$ cat src/sv/scbp_pkg.sv
package scbp_pkg;

  // Pool geometry
  localparam int unsigned CLASSES        = 24;
  localparam int unsigned MIN_CLASS_LOG2 = 20;
  localparam int unsigned STACK_DEPTH    = 8;

  // Field widths
  localparam int unsigned BytesW = 48;
  localparam int unsigned ClsW   = 5;
  localparam int unsigned FillW  = $clog2(STACK_DEPTH + 1);
  localparam int unsigned MemDepth = CLASSES * STACK_DEPTH;
  localparam int unsigned AddrW  = (MemDepth > 1) ? $clog2(MemDepth) : 1;

  typedef logic [BytesW-1:0]  bytes_t;
  typedef logic [ClsW-1:0]    cls_t;
  typedef logic [CLASSES-1:0] cmask_t;
  typedef logic [FillW-1:0]   fill_t;
  typedef logic [AddrW-1:0]   addr_t;

  typedef enum logic [1:0] {
    ACT_TAKE  = 2'd0,
    ACT_GIVE  = 2'd1,
    ACT_TRIM  = 2'd2,
    ACT_QUERY = 2'd3
  } action_e;

  typedef enum logic [2:0] {
    ST_HIT       = 3'd0,
    ST_FRESH     = 3'd1,
    ST_TOO_LARGE = 3'd2,
    ST_KEPT      = 3'd3,
    ST_RELEASE   = 3'd4,
    ST_TRIMMED   = 3'd5,
    ST_TRIM_DONE = 3'd6,
    ST_QUERY     = 3'd7
  } status_e;

  // Command to the stack store
  typedef struct packed {
    logic   push;
    logic   pop;
    cls_t   cls;
    bytes_t wdata;
  } stk_cmd_t;

  // Class mapping of the latched request and capacity
  typedef struct packed {
    cls_t req_cls;
    logic req_too_large;
    cls_t cap_cls;
    logic cap_exact;
  } cls_map_t;

  // Result of a priority search over class flags
  typedef struct packed {
    logic found;
    cls_t idx;
  } find_t;

  // Operands of the shared adder
  typedef struct packed {
    bytes_t a;
    bytes_t b;
    logic   sub;
  } alu_op_t;

  function automatic bytes_t class_size(input cls_t c);
    class_size = bytes_t'(1) << (MIN_CLASS_LOG2 + int'(c));
  endfunction

  // Lowest set flag at or above a start class
  function automatic find_t first_set_from(input cmask_t m, input cls_t from);
    find_t r;
    r.found = 1'b0;
    r.idx   = '0;
    for (int i = CLASSES - 1; i >= 0; i--) begin
      if (m[i] && (ClsW'(i) >= from)) begin
        r.found = 1'b1;
        r.idx   = ClsW'(i);
      end
    end
    return r;
  endfunction

  // Highest set flag
  function automatic find_t last_set(input cmask_t m);
    find_t r;
    r.found = 1'b0;
    r.idx   = '0;
    for (int i = 0; i < CLASSES; i++) begin
      if (m[i]) begin
        r.found = 1'b1;
        r.idx   = ClsW'(i);
      end
    end
    return r;
  endfunction

  function automatic addr_t slot_addr(input cls_t c, input fill_t s);
    slot_addr = addr_t'(c) * addr_t'(STACK_DEPTH) + addr_t'(s);
  endfunction

endpackage

$ cat src/sv/scbp_class_map.sv
module scbp_class_map (
  input  scbp_pkg::bytes_t   req_i,
  input  scbp_pkg::bytes_t   cap_i,
  output scbp_pkg::cls_map_t map_o
);
  import scbp_pkg::*;

  cmask_t fits;
  cmask_t exact;
  find_t  fit_f;
  find_t  exact_f;

  // Per-class compares against the constant class sizes
  always_comb begin
    for (int i = 0; i < CLASSES; i++) begin
      fits[i]  = (req_i <= class_size(ClsW'(i)));
      exact[i] = (cap_i == class_size(ClsW'(i)));
    end
  end

  assign fit_f   = first_set_from(fits, '0);
  assign exact_f = first_set_from(exact, '0);

  assign map_o.req_cls       = fit_f.idx;
  assign map_o.req_too_large = ~fit_f.found;
  assign map_o.cap_cls       = exact_f.idx;
  assign map_o.cap_exact     = exact_f.found;

endmodule

$ cat config.mk
export PLATFORM = sky130hd
export DESIGN_NAME = scbp_class_map
export DESIGN_NICKNAME = d
export VERILOG_FILES = /design/src/sv/scbp_pkg.sv /design/src/sv/scbp_class_map.sv
export SDC_FILE = /design/constraint.sdc
export NUM_CORES = 1
export LEC_CHECK = 0
export ABC_AREA = 1
export BUFFER_PORTS_ARGS = -buffer_cell sky130_fd_sc_hd__buf_2
export CORE_MARGIN = 2
export CORE_UTILIZATION = 51
export DETAILED_ROUTE_END_ITERATION = 10
export PLACE_DENSITY = 0.91
export SLEW_MARGIN = 20
export SYNTH_ARGS = -nofsm -noshare
export SYNTH_HDL_FRONTEND = slang
export SYNTH_SLANG_ARGS = --single-unit
$ cat constraint.sdc
create_clock -name vclk -period 2.9
set_input_delay 0.145 -clock vclk [all_inputs]
set_output_delay 0.145 -clock vclk [all_outputs]
set_load 0.03 [all_outputs]
==> run summary <==
Max Slew Vio Count - 0
fmax - 0.381 GHz
PD cells - 73.2 nW/um2
worst vdd ir - 0.0000609 V
Nets - 601
mapped cell area - 1860 um2
hpwl dp - 5980 um
drc violations - 0
syn_nets - 485
Cell Int Power - 75.2 uW
Setup crit end kind - output port
CP max-delay cell - nor2_4
WL final - 6990 um
wire per inst - 12.7 um
Routed Antenna Nets - 0
status - finished clean
initial antenna violation count - 0
die area - 4140 um2
die width - 64.3 um
crit start category - input port
Syn Area/Cell - 4.77 um2
Arr. time, crit path - 2.48 ns
most frequent cell on the critical path - nand2_1
Cells after Synth - 389
Reg power frac - 0
period utilization - 0.905
post-layout util - 0.742
min cycle time layout - 2.62 ns
Final Hold Vio Count - 0
chip height - 64.3 um
GRT Residual Overflow - 0
Design Area, Final - 2540 um2
setup TNS - 0 ns
Comb pwr share - 1.000
Vias - 3090
Max Cap Viol - 0
Clk pwr share - 0
Slowest Stage Delay on Critical Path - 0.18 ns
gr usage total - 0.326
Total Power - 186 uW
Iter 0 DRT Violations - 411
Placed Area - 2480 um2
Sw Pwr - 111 uW
DRT Pass-1 Iters - 6
pin count of the biggest net entering global routing - 11
area occupied by registers - 0 um2
switching portion of total power - 0.595
Critical Path Fanout Max - 8
Hold EP - map_o[1]
vias in the first global route - 2812
beginning of the worst hold path - cap_i[22]
CORE AREA - 3420 um2
HP Class - in2out
Initial Utilization - 0.544
Min-Delay Path Depth - 5
RSZ-0062 raised after global routing - false
Netlist cell types - 34
Worst slew margin - 0.697
first-pass GRT wire length - 11400 um
Top Ports - 108
Pleak - 1.34 nW
Worst Tran Pin Value - 0.452 ns
synth warn - 0
share of cells above drive strength 1 - 0.292
num sequential - 0
critical path class - in2out
setup violators final - 0
clock buffers - 0
area grow syn2layout - 36.6%
row count - 21
Req. time, crit path - 2.76 ns
gpl congestion - 1.12
Vias/cell - 5.63
Antenna Cells - 0
register area share after synthesis - 0
IO Port Bufs - 108
[layout by cell type, fill, tap and decap left out, types with 6 or more instances in the layout]
| master | instances |
|---|---|
| inv_2 | 8 |
| nand2_1 | 63 |
| nand4_1 | 22 |
| nor3_1 | 25 |
| nand3_1 | 16 |
| a21oi_1 | 11 |
| buf_4 | 7 |
| buf_2 | 107 |
| nor2_2 | 7 |
| nor2_1 | 88 |
| inv_1 | 70 |
| nor4_1 | 22 |
| nand2_2 | 6 |
[stage by stage]
| step | hold slack [ns] | setup WS, ns | instances |
|---|---|---|---|
| floorplan | 0.564 | 0.625 | 389 |
| global placement | 0.796 | 0.347 | 546 |
| detailed placement | 0.788 | 0.268 | 546 |
| CTS | 0.790 | 0.263 | 546 |
| global route | 0.867 | 0.00205 | 549 |
| finish | 0.797 | 0.276 | 549 |
[worst max-delay path by stage]
stage,endpoint,slack (ns),depth (start not counted),start
after detailed placement,map_o[7],0.27,31,req_i[16]
after floorplan,map_o[0],0.62,10,cap_i[45]
final,map_o[7],0.28,31,req_i[20]
after global placement,map_o[7],0.35,31,req_i[16]
after CTS,map_o[7],0.26,31,req_i[16]
after global routing,map_o[7],0.002,29,req_i[20]
[power groups by stage]
stage | logic, mW | clock network [mW] | registers [mW]
4_1_cts | 0.177 | 0 | 0
3_3_place_gp | 0.173 | 0 | 0
6_report | 0.186 | 0 | 0
2_1_floorplan | 0.0709 | 0 | 0
3_5_place_dp | 0.177 | 0 | 0
5_1_grt | 0.206 | 0 | 0
[what timing repair did]
action / CTS / global route
gates resized for setup: 0 / 12
endpoints found under the setup margin: 0 / 2
hold buffers: 0 / 0
buffers inserted: 0 / 3
[layer usage]
metal / vias to the layer above / wire [um] / part of all wire / global-route usage
met5: - / 0 / 0 / 0
met4: 0 / 170 / 0.024 / 0.0851
met1: 1298 / 2830 / 0.40 / 0.404
met3: 28 / 780 / 0.11 / 0.0511
li1: 1546 / - / - / -
met2: 218 / 3210 / 0.46 / 0.581
[logic make-up after synthesis]
kind of cell	count (synthesis)	synth area share
buffers and inverters	80	0.162
AND/OR/NAND/NOR	268	0.691
AO/OA/AOI/OAI	41	0.148
[critical path, delay by kind of cell]
kind	cells	cell delay, ns
AOI/OAI and AO/OA	1	0.13
buffers and inverters	2	0.30
and+or+nand+nor	28	1.90
[area by class of cell]
cell class	count	area (um2)
multi-input combinational	309	1590
fill	323	880
timing repair buffer	114	588
inverter	80	300
tap	46	57.6
[Yosys cell counts, types with 2 or more instances]
library cell	instances	area share
nor2_1	93	0.19
inv_1	70	0.14
nand2_1	65	0.13
nor3_1	25	0.067
nor4_1	23	0.077
nand4_1	22	0.074
nand3_1	16	0.043
a21oi_1	11	0.030
inv_2	8	0.016
nand2_2	5	0.017
o211ai_1	5	0.020
nor2_4	4	0.024
o21ai_0	4	0.011
a31oi_1	3	0.010
a32oi_1	3	0.014
nor2_2	3	0.010
nor3b_1	3	0.012
o2111ai_1	3	0.014
o21ai_1	3	0.0081
a21boi_1	2	0.0081
a41oi_1	2	0.0094
clkinv_1	2	0.0040
nor3_2	2	0.011
or2_1	2	0.0067
No activity file was read; power rests on OpenSTA's default activity.
