<file path="config.mk">
export PLATFORM = sky130hd
export DESIGN_NAME = scbp_alu
export DESIGN_NICKNAME = d
export VERILOG_FILES = /design/src/sv/scbp_pkg.sv /design/src/sv/scbp_alu.sv
export SDC_FILE = /design/constraint.sdc
export NUM_CORES = 1
export LEC_CHECK = 0
export ABC_AREA = 0
export BUFFER_PORTS_ARGS = -buffer_cell sky130_fd_sc_hd__buf_2
export CAP_MARGIN = 20
export CORE_MARGIN = 1
export CORE_UTILIZATION = 48
export DETAILED_ROUTE_END_ITERATION = 8
export PLACE_DENSITY = 0.79
export SYNTH_ARGS = -nofsm -noshare
export SYNTH_HDL_FRONTEND = slang
export SYNTH_SLANG_ARGS = --single-unit
</file>
<file path="constraint.sdc">
create_clock -name vclk -period 5.3
set_input_delay 1.06 -clock vclk [all_inputs]
set_output_delay 1.06 -clock vclk [all_outputs]
set_load 0.005 [all_outputs]
</file>
<file path="src/sv/scbp_pkg.sv">
package scbp_pkg;

  // Pool geometry
  localparam int unsigned CLASSES        = 24;
  localparam int unsigned MIN_CLASS_LOG2 = 20;
  localparam int unsigned STACK_DEPTH    = 8;

  // Field widths
  localparam int unsigned BytesW = 48;
  localparam int unsigned ClsW   = 5;
  localparam int unsigned FillW  = $clog2(STACK_DEPTH + 1);
  localparam int unsigned MemDepth = CLASSES * STACK_DEPTH;
  localparam int unsigned AddrW  = (MemDepth > 1) ? $clog2(MemDepth) : 1;

  typedef logic [BytesW-1:0]  bytes_t;
  typedef logic [ClsW-1:0]    cls_t;
  typedef logic [CLASSES-1:0] cmask_t;
  typedef logic [FillW-1:0]   fill_t;
  typedef logic [AddrW-1:0]   addr_t;

  typedef enum logic [1:0] {
    ACT_TAKE  = 2'd0,
    ACT_GIVE  = 2'd1,
    ACT_TRIM  = 2'd2,
    ACT_QUERY = 2'd3
  } action_e;

  typedef enum logic [2:0] {
    ST_HIT       = 3'd0,
    ST_FRESH     = 3'd1,
    ST_TOO_LARGE = 3'd2,
    ST_KEPT      = 3'd3,
    ST_RELEASE   = 3'd4,
    ST_TRIMMED   = 3'd5,
    ST_TRIM_DONE = 3'd6,
    ST_QUERY     = 3'd7
  } status_e;

  // Command to the stack store
  typedef struct packed {
    logic   push;
    logic   pop;
    cls_t   cls;
    bytes_t wdata;
  } stk_cmd_t;

  // Class mapping of the latched request and capacity
  typedef struct packed {
    cls_t req_cls;
    logic req_too_large;
    cls_t cap_cls;
    logic cap_exact;
  } cls_map_t;

  // Result of a priority search over class flags
  typedef struct packed {
    logic found;
    cls_t idx;
  } find_t;

  // Operands of the shared adder
  typedef struct packed {
    bytes_t a;
    bytes_t b;
    logic   sub;
  } alu_op_t;

  function automatic bytes_t class_size(input cls_t c);
    class_size = bytes_t'(1) << (MIN_CLASS_LOG2 + int'(c));
  endfunction

  // Lowest set flag at or above a start class
  function automatic find_t first_set_from(input cmask_t m, input cls_t from);
    find_t r;
    r.found = 1'b0;
    r.idx   = '0;
    for (int i = CLASSES - 1; i >= 0; i--) begin
      if (m[i] && (ClsW'(i) >= from)) begin
        r.found = 1'b1;
        r.idx   = ClsW'(i);
      end
    end
    return r;
  endfunction

  // Highest set flag
  function automatic find_t last_set(input cmask_t m);
    find_t r;
    r.found = 1'b0;
    r.idx   = '0;
    for (int i = 0; i < CLASSES; i++) begin
      if (m[i]) begin
        r.found = 1'b1;
        r.idx   = ClsW'(i);
      end
    end
    return r;
  endfunction

  function automatic addr_t slot_addr(input cls_t c, input fill_t s);
    slot_addr = addr_t'(c) * addr_t'(STACK_DEPTH) + addr_t'(s);
  endfunction

endpackage

</file>
<file path="src/sv/scbp_alu.sv">
module scbp_alu (
  input  scbp_pkg::alu_op_t op_i,
  output scbp_pkg::bytes_t  res_o,
  output logic              borrow_o
);
  import scbp_pkg::*;

  logic [BytesW:0] sum;

  // Shared add / subtract; top bit is the borrow on subtract
  always_comb begin
    if (op_i.sub) begin
      sum = {1'b0, op_i.a} - {1'b0, op_i.b};
    end else begin
      sum = {1'b0, op_i.a} + {1'b0, op_i.b};
    end
  end

  assign res_o    = sum[BytesW-1:0];
  assign borrow_o = op_i.sub & sum[BytesW];

endmodule

</file>
==> metrics.md, run 1 <==
| Metric | Value |
|---|---|
| Starting Density | 50.1% |
| Sequential fraction of the synthesis area | 0% |
| Most area-consuming cells after synthesis | xnor2_1 16%, ha_1 16%, a21oi_1 10% |
| Place WS | -0.803 ns |
| Die X-Extent | 92.3 µm |
| GR repair worst EP | res_o[46] |
| Post-Syn Area | 0.00391 mm² |
| Yosys cell types | 58 |
| Pin count of the biggest net entering global routing | 15 |
| Halt Stage | global routing (5_1_grt) |
| Synth warnings | 0 |
| # hold bufs at CTS | 0 |
| Rows | 32 |
| Worst_ep kind | output port |
| Post-Syn Nets | 728 |
| Status | stopped before the end |
| Run Error | [ERROR DPL-0038] Utilization greater than 100%, impossible to legalize |
| IO Port Bufs | 146 |
| Count leader, synth | a21oi_1 |
| Post-synthesis cell count | 581 |
| Placer Congestion | 0.964 |
| IO Pins | 146 |
| Top cells by count, synth | 81 x a21oi_1, 72 x xnor2_1, 62 x nor2_1 |
| Post-synth top area cell | xnor2_1 |
| Post-Syn Area per Cell | 6.74 µm² |
| Die Ht | 92.3 µm |
| Synth top area share | 16.1% |
| Dpl hpwl | 13.2 mm |
metrics by stage:
stage / cells / setup TNS [ns] / area [µm²] / util (%) / hold slack (ns)
3_3_place_gp: 988 / -8.98 / 6100 / 78.1 / 2.49
2_1_floorplan: 581 / -1.07 / 3960 / - / 2.26
4_1_cts: 1023 / -9.22 / 6890 / 88.2 / 2.51
3_5_place_dp: 988 / -12.35 / 6100 / 78.1 / 2.51
logic make-up after synthesis:
kind of cell	share of synthesized area, %
compound gates	32.9
xor+xnor	19.7
fa+ha+maj	16.2
buf+inv	4.99
mux	0.256
simple gates	26.0
what timing repair did:
item | CTS
resized for setup | 129
setup endpoints to repair | 29
pin swaps | 77
buffers inserted | 36
==> inputs of run 2 (changes only) <==
CORE_UTILIZATION = 40   (was 48)
PLACE_DENSITY = not set   (was 0.79)
PLACE_DENSITY_LB_ADDON = 0.15   (was not set)
clock period = 6.9 ns   (was 5.3 ns; I/O delays follow)
==> run 2 against run 1 <==
The flow now finishes without violations; area after synthesis did not move; synthesized cell count unchanged.
==> metrics.md, run 2 <==
| Metric | Value |
|---|---|
| WP buf/inv | 2 |
| Worst path cell trace | buf_2 > or4_1 > nor3_4 > nand3_1 > or2_1 > nor3_1 > or2_2 > xor2_1 > ha_1 > nand2_1 > o21ai_0 > a21o_1 > a221o_1 > a21o_1 > a31oi_4 > o31ai_4 > a31oi_1 > xnor2_1 > buf_2 |
| Post-Syn Nets | 728 (unchanged) |
| Top cells by count, synth | 81 x a21oi_1, 72 x xnor2_1, 62 x nor2_1 (unchanged) |
| Hold Fails Final Rpt | 0 |
| FF+latch count | 0 |
| Startpoint types | primary input |
| Synth top area share | 16.1% (unchanged) |
| Sequential fraction of the synthesis area | 0% (unchanged) |
| RSZ-0062 raised after global routing | true |
| Initial DRT Pass Iterations | 5 |
| Post-layout minimum cycle time | 6.77 ns |
| Post-synthesis cell count | 581 (unchanged) |
| Max-cap violations | 0 |
| Switching power | 0.000357 W |
| Total Routing Usage GR | 24.6% |
| Final critical-path share of the clock period | 98.2% |
| Worst ir drop on vdd | 0.0000761 V |
| Die footprint | 0.0102 mm² |
| IO Pins | 146 (unchanged) |
| Aggregate routed wire length | 12.6 mm |
| Cell Int Power | 0.000301 W |
| Starting Density | 41.8% (was 50.1%) |
| Hold path depth | 4 |
| # hold bufs at CTS | 0 (unchanged) |
| Final Setup Violations | 0 |
| Fmax | 148 MHz |
| Slowest cell on crit path | or4_1 |
| Routed len/inst | 14.8 µm |
| CP max stage delay | 0.58 ns |
| Area delta synth->final | 25.6% |
| First-pass GRT wire length | 20.6 mm |
| Core area | 0.00937 mm² |
| Commonest non-fill, non-tap cell in the layout | buf_2 |
| Crit. End Element | primary output |
| Die X-Extent | 101 µm (was 92.3 µm) |
| CP required | 5.52 ns |
| Pwr dens | 134 mW/mm² |
| Initial antenna violation count | 1 |
| Yosys cell types | 58 (unchanged) |
| Slew @ Worst Pin | 0.553 ns |
| IO Port Bufs | 146 (unchanged) |
| Most area-consuming cells after synthesis | xnor2_1 16%, ha_1 16%, a21oi_1 10% (unchanged) |
| Global route overflow | 0 |
| Register area | 0 µm² |
| Crit-path leading delay family | simple AND/OR/NAND/NOR gates |
| Max Slew Vio Count | 0 |
| Layout cell share with drive strength beyond 1 | 27.1% |
| Rows | 35 (was 32) |
| Post-synth top area cell | xnor2_1 (unchanged) |
| Power share of the combinational group | 100.0% |
| Placer Congestion | 0.976 (was 0.964) |
| Util after Layout | 52.4% |
| Post-Syn Area per Cell | 6.74 µm² (unchanged) |
| Final Worst Setup Slack | 0.126 ns |
| WHS Endpoint | res_o[0] |
| # DRC | 0 |
| Pin count of the biggest net entering global routing | 26 |
| Worst hold margin | 3.13 ns |
| CP Class | in -> out |
| Status | finished clean (was stopped before the end) |
| Via-per-instance ratio | 5.55 |
| Clock buffers | 0 |
| Vias | 4743 |
| HP Start | op_i[1] |
| Die Ht | 101 µm (was 92.3 µm) |
| Switching Share | 54.3% |
| CP Max Fanout | 4 |
| Clock share of power | 0% |
| Arr. time, crit path | 5.39 ns |
| Place WS | 0.0538 ns (was -0.803 ns) |
| Nets | 873 |
| Count leader, synth | a21oi_1 (unchanged) |
| Most frequent cells in the layout | 146 x buf_2, 81 x a21oi_1, 72 x xnor2_1 |
| Pleak | 2.35 nW |
| Vias in the first global route | 4415 |
| Synth warnings | 0 (unchanged) |
| Number of DRC markers in iteration 0 | 257 |
| Post-Syn Area | 0.00391 mm² (unchanged) |
| Hold crit path type | in -> out |
| Dpl hpwl | 11.1 mm (was 13.2 mm) |
| Final antenna-violating net count | 0 |
| Sequential fraction of design power | 0% |
| Slew Limit Headroom | 62.8% |
## run 2: cell type report
cell class / instances / area (µm²)
inverters: 29 / 109
fillers: 1014 / 4460
diodes: 1 / 2.50
well taps: 129 / 161
repair buffers: 166 / 881
multi-input cells: 529 / 3760
## run 2: cells by family after synthesis
logic type,synth area share [%]
buffers and inverters,4.99
adders and majority gates,16.2
and+or+nand+nor,26.0
xor gates and xnor gates,19.7
AOI/OAI and AO/OA,32.9
muxes,0.256
## run 2: power groups by stage
| stage | Sequential [W] | Clock (W) | Combinational (W) |
|---|---|---|---|
| 2_1_floorplan | 0 | 0 | 0.000414 |
| 3_3_place_gp | 0 | 0 | 0.000644 |
| 3_5_place_dp | 0 | 0 | 0.000646 |
| 4_1_cts | 0 | 0 | 0.000650 |
| 5_1_grt | 0 | 0 | 0.000728 |
| 6_report | 0 | 0.0000000000194 | 0.000657 |
## run 2: metrics by stage
stage | power, W | instance area [µm²] | TNS, ns | instances
after floorplan | 0.000414 | 3910 | 0 | 581
after global placement | 0.000644 | 4850 | 0 | 851
after detailed placement | 0.000646 | 4850 | 0 | 851
after CTS | 0.000650 | 4850 | 0 | 851
after global routing | 0.000728 | 4910 | -0.152 | 853
final | 0.000657 | 4910 | 0 | 854
## run 2: how the worst max path moves through the flow
stage / end / start / cells past startpoint
final: res_o[46] / op_i[20] / 19
after global routing: res_o[47] / op_i[14] / 18
after CTS: res_o[47] / op_i[20] / 18
after detailed placement: res_o[47] / op_i[20] / 16
after global placement: res_o[47] / op_i[20] / 18
after floorplan: res_o[46] / op_i[14] / 17
## run 2: repair_timing
| action | CTS | global route |
|---|---|---|
| resized for setup | 0 | 8 |
| buffers inserted | 0 | 2 |
| setup endpoints to repair | 0 | 7 |
## run 2: per-layer routing
layer / vias up / GRT usage (%) / wire length (µm)
met5: - / 0 / 0
met4: 0 / 2.23 / 119
met3: 11 / 1.25 / 697
met2: 176 / 42.8 / 5730
met1: 2154 / 34.5 / 6100
li1: 2402 / - / -
(Power assumes the default switching activity.)
==> inputs of run 3 (changes only) <==
ABC_CLOCK_PERIOD_IN_PS = 8780   (was not set)
PLACE_DENSITY = 0.78   (was not set)
PLACE_DENSITY_LB_ADDON = not set   (was 0.15)
clock period = 8.78 ns   (was 6.9 ns; I/O delays follow)
==> run 3 against run 2 <==
Die area unchanged; flip-flop and latch count unchanged; global-route usage decreased by 1.3 points; combinational power decreased by 25%; via count increased by 0.21%; sequential share of layout area unchanged; worst hold slack improved by 0.75 ns; critical endpoint unchanged; largest cell class unchanged.
==> metrics.md, run 3 (same netlist as run 2, synthesis figures left out) <==
| Metric | Value |
|---|---|
| Final Worst Setup Slack | 0.914 ns (was 0.126 ns) |
| Placer Congestion | 0.947 (was 0.976) |
| Final Setup Violations | 0 (unchanged) |
| Setup Buffers After CTS | 0 (unchanged) |
| Most frequent CP cell | a21o_1 |
| Worst path cell trace | buf_2 > or4_1 > nor3_4 > nand4_2 > nor4_1 > a21oi_1 > xnor2_1 > ha_1 > a21o_1 > o21bai_1 > a21o_1 > a221o_1 > a21o_1 > a31oi_4 > o31ai_4 > a31oi_1 > xnor2_1 > buf_2 (was buf_2 > or4_1 > nor3_4 > nand3_1 > or2_1 > nor3_1 > or2_2 > xor2_1 > ha_1 > nand2_1 > o21ai_0 > a21o_1 > a221o_1 > a21o_1 > a31oi_4 > o31ai_4 > a31oi_1 > xnor2_1 > buf_2) |
| Number of DRC markers in iteration 0 | 195 (was 257) |
| Pwr dens | 105 mW/mm² (was 134 mW/mm²) |
| Area delta synth->final | 20.8% (was 25.6%) |
| CP required | 7.02 ns (was 5.52 ns) |
| Slew @ Worst Pin | 0.644 ns (was 0.553 ns) |
| IO Pins | 146 (unchanged) |
| Most frequent cells in the layout | 146 x buf_2, 81 x a21oi_1, 72 x xnor2_1 (unchanged) |
| Finished Layout Cells | 835 (was 854) |
| Die X-Extent | 101 µm (unchanged) |
| Crit-path leading delay family | compound AO/OA/AOI/OAI gates (was simple AND/OR/NAND/NOR gates) |
| Pleak | 2.23 nW (was 2.35 nW) |
| Vias | 4753 (was 4743) |
| Startpoint types | primary input (unchanged) |
| # hold bufs at CTS | 0 (unchanged) |
| Hold crit path type | in -> out (unchanged) |
| WP buf/inv | 2 (unchanged) |
| Arr. time, crit path | 6.11 ns (was 5.39 ns) |
| Final antenna-violating net count | 0 (unchanged) |
| Rows | 35 (unchanged) |
| Core area | 0.00937 mm² (unchanged) |
| Starting Density | 41.8% (unchanged) |
| Aggregate routed wire length | 12.1 mm (was 12.6 mm) |
| Die footprint | 0.0102 mm² (unchanged) |
| Post-layout minimum cycle time | 7.87 ns |
| Layout cell share with drive strength beyond 1 | 24.7% (was 27.1%) |
| CP max stage delay | 0.59 ns (was 0.58 ns) |
| Register area | 0 µm² (unchanged) |
| CP Max Fanout | 8 (was 4) |
| Max-cap violations | 0 (unchanged) |
| Crit. End Element | primary output (unchanged) |
| Dpl hpwl | 10.5 mm (was 11.1 mm) |
| FF+latch count | 0 (unchanged) |
| Slowest cell on crit path | or4_1 (unchanged) |
| Via-per-instance ratio | 5.69 (was 5.55) |
| Fmax | 127 MHz |
| # DRC | 0 (unchanged) |
| Hold Fails Final Rpt | 0 (unchanged) |
| RSZ-0062 raised after global routing | false (was true) |
| Max Slew Vio Count | 0 (unchanged) |
| Place WS | 0.945 ns (was 0.0538 ns) |
| Die Ht | 101 µm (unchanged) |
| First-pass GRT wire length | 19.6 mm (was 20.6 mm) |
| Final critical-path share of the clock period | 89.6% |
| Status | finished clean (unchanged) |
| Initial antenna violation count | 1 (unchanged) |
| IO Port Bufs | 146 (unchanged) |
| Post-CTS resize count | 0 (unchanged) |
| Total Power | 0.000496 W (was 0.000657 W) |
| Pin count of the biggest net entering global routing | 26 (unchanged) |
| Vias in the first global route | 4262 (was 4415) |
| Worst ir drop on vdd | 0.0000590 V (was 0.0000761 V) |
| CP Class | in -> out (unchanged) |
| Initial DRT Pass Iterations | 5 (unchanged) |
| Setup TNS | 0 ns (unchanged) |
| Total Routing Usage GR | 23.3% (was 24.6%) |
| Nets | 854 (was 873) |
| Global route overflow | 0 (unchanged) |
| Slew Limit Headroom | 56.7% (was 62.8%) |
| Routed len/inst | 14.5 µm (was 14.8 µm) |
| Clock buffers | 0 (unchanged) |
| Commonest non-fill, non-tap cell in the layout | buf_2 (unchanged) |
| Placed cell count | 834 (was 851) |
-- run 3: cell count changes in the layout (fill, tap and decap cells not counted), sizes merged --
cell | previous run | this run
buf | 166 | 147
-- run 3: final cells by class --
type | count | area [µm²]
inverters | 29 | 109
well taps | 129 | 161
fillers | 980 | 4640
repair buffers | 147 | 738
multi-input cells | 529 | 3720
diodes | 1 | 2.50
-- run 3: stage by stage --
| step | util (%) | hold WS [ns] | instance area [µm²] |
|---|---|---|---|
| finish | 50.5 | 3.88 | 4730 |
| global route | 50.4 | 3.92 | 4730 |
| CTS | 50.4 | 3.89 | 4730 |
| detailed placement | 50.4 | 3.88 | 4730 |
| global placement | 50.4 | 3.89 | 4730 |
| floorplan | - | 3.65 | 3910 |
-- run 3: power by group --
group / switching (W) / total [W] / internal [W]
registers: 0 / 0 / 0
logic: 0.000274 / 0.000496 / 0.000222
clock network: 0 / 0.0000000000152 / 0.0000000000152
-- run 3: routing by layer --
layer  track usage (%)  up-vias  share of wire [%]
met1              32.5     2180                 46
met2              39.9      185                 45
met3              1.18       18                6.9
li1                  -     2370                  -
met4              4.24        0                1.9
met5                 0        -                  0
-- run 3: worst paths after layout --
kind	slack (ns)	endpoint	start	cells past startpoint
worst max-delay path	0.91	res_o[46]	op_i[14]	18
worst min-delay path	3.88	res_o[0]	op_i[1]	4
==> inputs of run 4 (changes only) <==
BUFFER_PORTS_ARGS = not set   (was -buffer_cell sky130_fd_sc_hd__buf_2)
DONT_BUFFER_PORTS = 1   (was not set)
PLACE_DENSITY = 0.65   (was 0.78)
==> run 4 against run 3 <==
Maximum frequency is 3.9% higher; critical path type unchanged; largest cell class unchanged; final cell count shrank 18%; non-clock buffer count down 147.
==> metrics.md, run 4 (same netlist as run 2, synthesis figures left out) <==
| Metric | Value |
|---|---|
| IO Pins | 146 (unchanged) |
| Final antenna-violating net count | 0 (unchanged) |
| Post-layout minimum cycle time | 7.57 ns (was 7.87 ns) |
| Status | finished clean (unchanged) |
| Most frequent cells in the layout | 81 x a21oi_1, 72 x xnor2_1, 62 x nor2_1 (was 146 x buf_2, 81 x a21oi_1, 72 x xnor2_1) |
| Arr. time, crit path | 5.81 ns (was 6.11 ns) |
| Util after Layout | 42.6% (was 50.5%) |
| Clock buffers | 0 (unchanged) |
| Hold path depth | 2 (was 4) |
| # hold bufs at CTS | 0 (unchanged) |
| Slowest cell on crit path | or4_1 (unchanged) |
| Slew Limit Headroom | 63.9% (was 56.7%) |
| Dpl hpwl | 10.5 mm (about the same) |
| First-pass GRT wire length | 18.5 mm (was 19.6 mm) |
| Initial DRT Pass Iterations | 5 (unchanged) |
| Nets | 707 (was 854) |
| Pleak | 1.65 nW (was 2.23 nW) |
| Total Routing Usage GR | 22.5% (was 23.3%) |
| Via-per-instance ratio | 6.03 (was 5.69) |
| Max-cap violations | 0 (unchanged) |
| Number of DRC markers in iteration 0 | 145 (was 195) |
| Area of the multi-input gates | 0.00372 mm² (unchanged) |
| Aggregate routed wire length | 12.0 mm (was 12.1 mm) |
| Core area | 0.00937 mm² (unchanged) |
| Die X-Extent | 101 µm (unchanged) |
| Startpoint types | primary input (unchanged) |
| Commonest non-fill, non-tap cell in the layout | a21oi_1 (was buf_2) |
| Initial antenna violation count | 0 (was 1) |
| Crit. End Element | primary output (unchanged) |
| Vias in the first global route | 3847 (was 4262) |
| HP Start | op_i[0] (was op_i[1]) |
| FF+latch count | 0 (unchanged) |
| Layout cell share with drive strength beyond 1 | 4.84% (was 24.7%) |
| Area delta synth->final | 1.92% (was 20.8%) |
| CP Max Fanout | 8 (unchanged) |
| RSZ-0062 raised after global routing | false (unchanged) |
| Final Setup Violations | 0 (unchanged) |
| CP required | 7.02 ns (about the same) |
| Worst ir drop on vdd | 0.0000500 V (was 0.0000590 V) |
| Setup Buffers After CTS | 0 (unchanged) |
| Slew @ Worst Pin | 0.535 ns (was 0.644 ns) |
| Crit-path leading delay family | simple AND/OR/NAND/NOR gates (was compound AO/OA/AOI/OAI gates) |
| Post-CTS resize count | 0 (unchanged) |
| Hold Fails Final Rpt | 0 (unchanged) |
| Setup TNS | 0 ns (unchanged) |
| Routed len/inst | 17.4 µm (was 14.5 µm) |
| Register area | 0 µm² (unchanged) |
| Die Ht | 101 µm (unchanged) |
| Final critical-path share of the clock period | 86.2% (was 89.6%) |
| Starting Density | 41.8% (unchanged) |
| Vias | 4144 (was 4753) |
| Most frequent CP cell | or4_1 (was a21o_1) |
| # DRC | 0 (unchanged) |
| Fmax | 132 MHz (was 127 MHz) |
| Worst path cell trace | or4_1 > nor3_2 > nand4_2 > nor4_4 > nor3b_2 > a21oi_1 > xnor2_1 > ha_1 > and3_1 > nand2_1 > or4_1 > or2_2 > o31ai_1 > xor2_1 (was buf_2 > or4_1 > nor3_4 > nand4_2 > nor4_1 > a21oi_1 > xnor2_1 > ha_1 > a21o_1 > o21bai_1 > a21o_1 > a221o_1 > a21o_1 > a31oi_4 > o31ai_4 > a31oi_1 > xnor2_1 > buf_2) |
| Rows | 35 (unchanged) |
| Hold crit path type | in -> out (unchanged) |
| WP buf/inv | 0 (was 2) |
| Die footprint | 0.0102 mm² (unchanged) |
| CP max stage delay | 0.57 ns (was 0.59 ns) |
| Pwr dens | 101 mW/mm² (was 105 mW/mm²) |
| Ant diodes | 0 (was 1) |
| # fillers | 1032 (was 980) |
| Placer Congestion | 0.926 (was 0.947) |
| CP Class | in -> out (unchanged) |
| Max Slew Vio Count | 0 (unchanged) |
| WHS Endpoint | borrow_o (was res_o[0]) |
| Pin count of the biggest net entering global routing | 49 (was 26) |
| IO Port Bufs | 0 (was 146) |
| Global route overflow | 0 (unchanged) |
==> run 4: how the worst max path moves through the flow <==
stage / startpoint / to / slack (ns) / cells after the start
floorplan: op_i[14] / res_o[46] / 1.68 / 17
global placement: op_i[20] / res_o[47] / 1.30 / 14
detailed placement: op_i[20] / res_o[47] / 1.19 / 14
CTS: op_i[20] / res_o[47] / 1.18 / 14
global route: op_i[20] / res_o[47] / 0.92 / 14
finish: op_i[20] / res_o[47] / 1.21 / 14
==> run 4: cell type report <==
type	count	share of cell area, %
Multi-Input combinational cell	529	93.2
Tap cell	129	4.05
Inverter	29	2.73
==> run 4: layer usage <==
layer  vias up  track usage (%)  wire [µm]
li1       2083                -          -
met1      1877             29.0       5300
met2       160             38.9       5490
met3        24             3.68        878
met4         0             5.13        294
met5         -                0          0
==> run 4: power by group <==
part	switching [W]	internal [W]
Combinational	0.000240	0.000161
Clock	0	0
Sequential	0	0
Total	0.000240	0.000161
==> run 4: metrics by stage <==
stage	setup slack, ns	hold WS, ns	instance area, µm²	instances	power, W
after global placement	1.30	3.65	3990	687	0.000397
after global routing	0.916	3.67	3990	687	0.000443
after CTS	1.18	3.64	3990	687	0.000402
final	1.21	3.65	3990	687	0.000402
after floorplan	1.68	3.65	3910	581	0.000326
after detailed placement	1.19	3.65	3990	687	0.000400
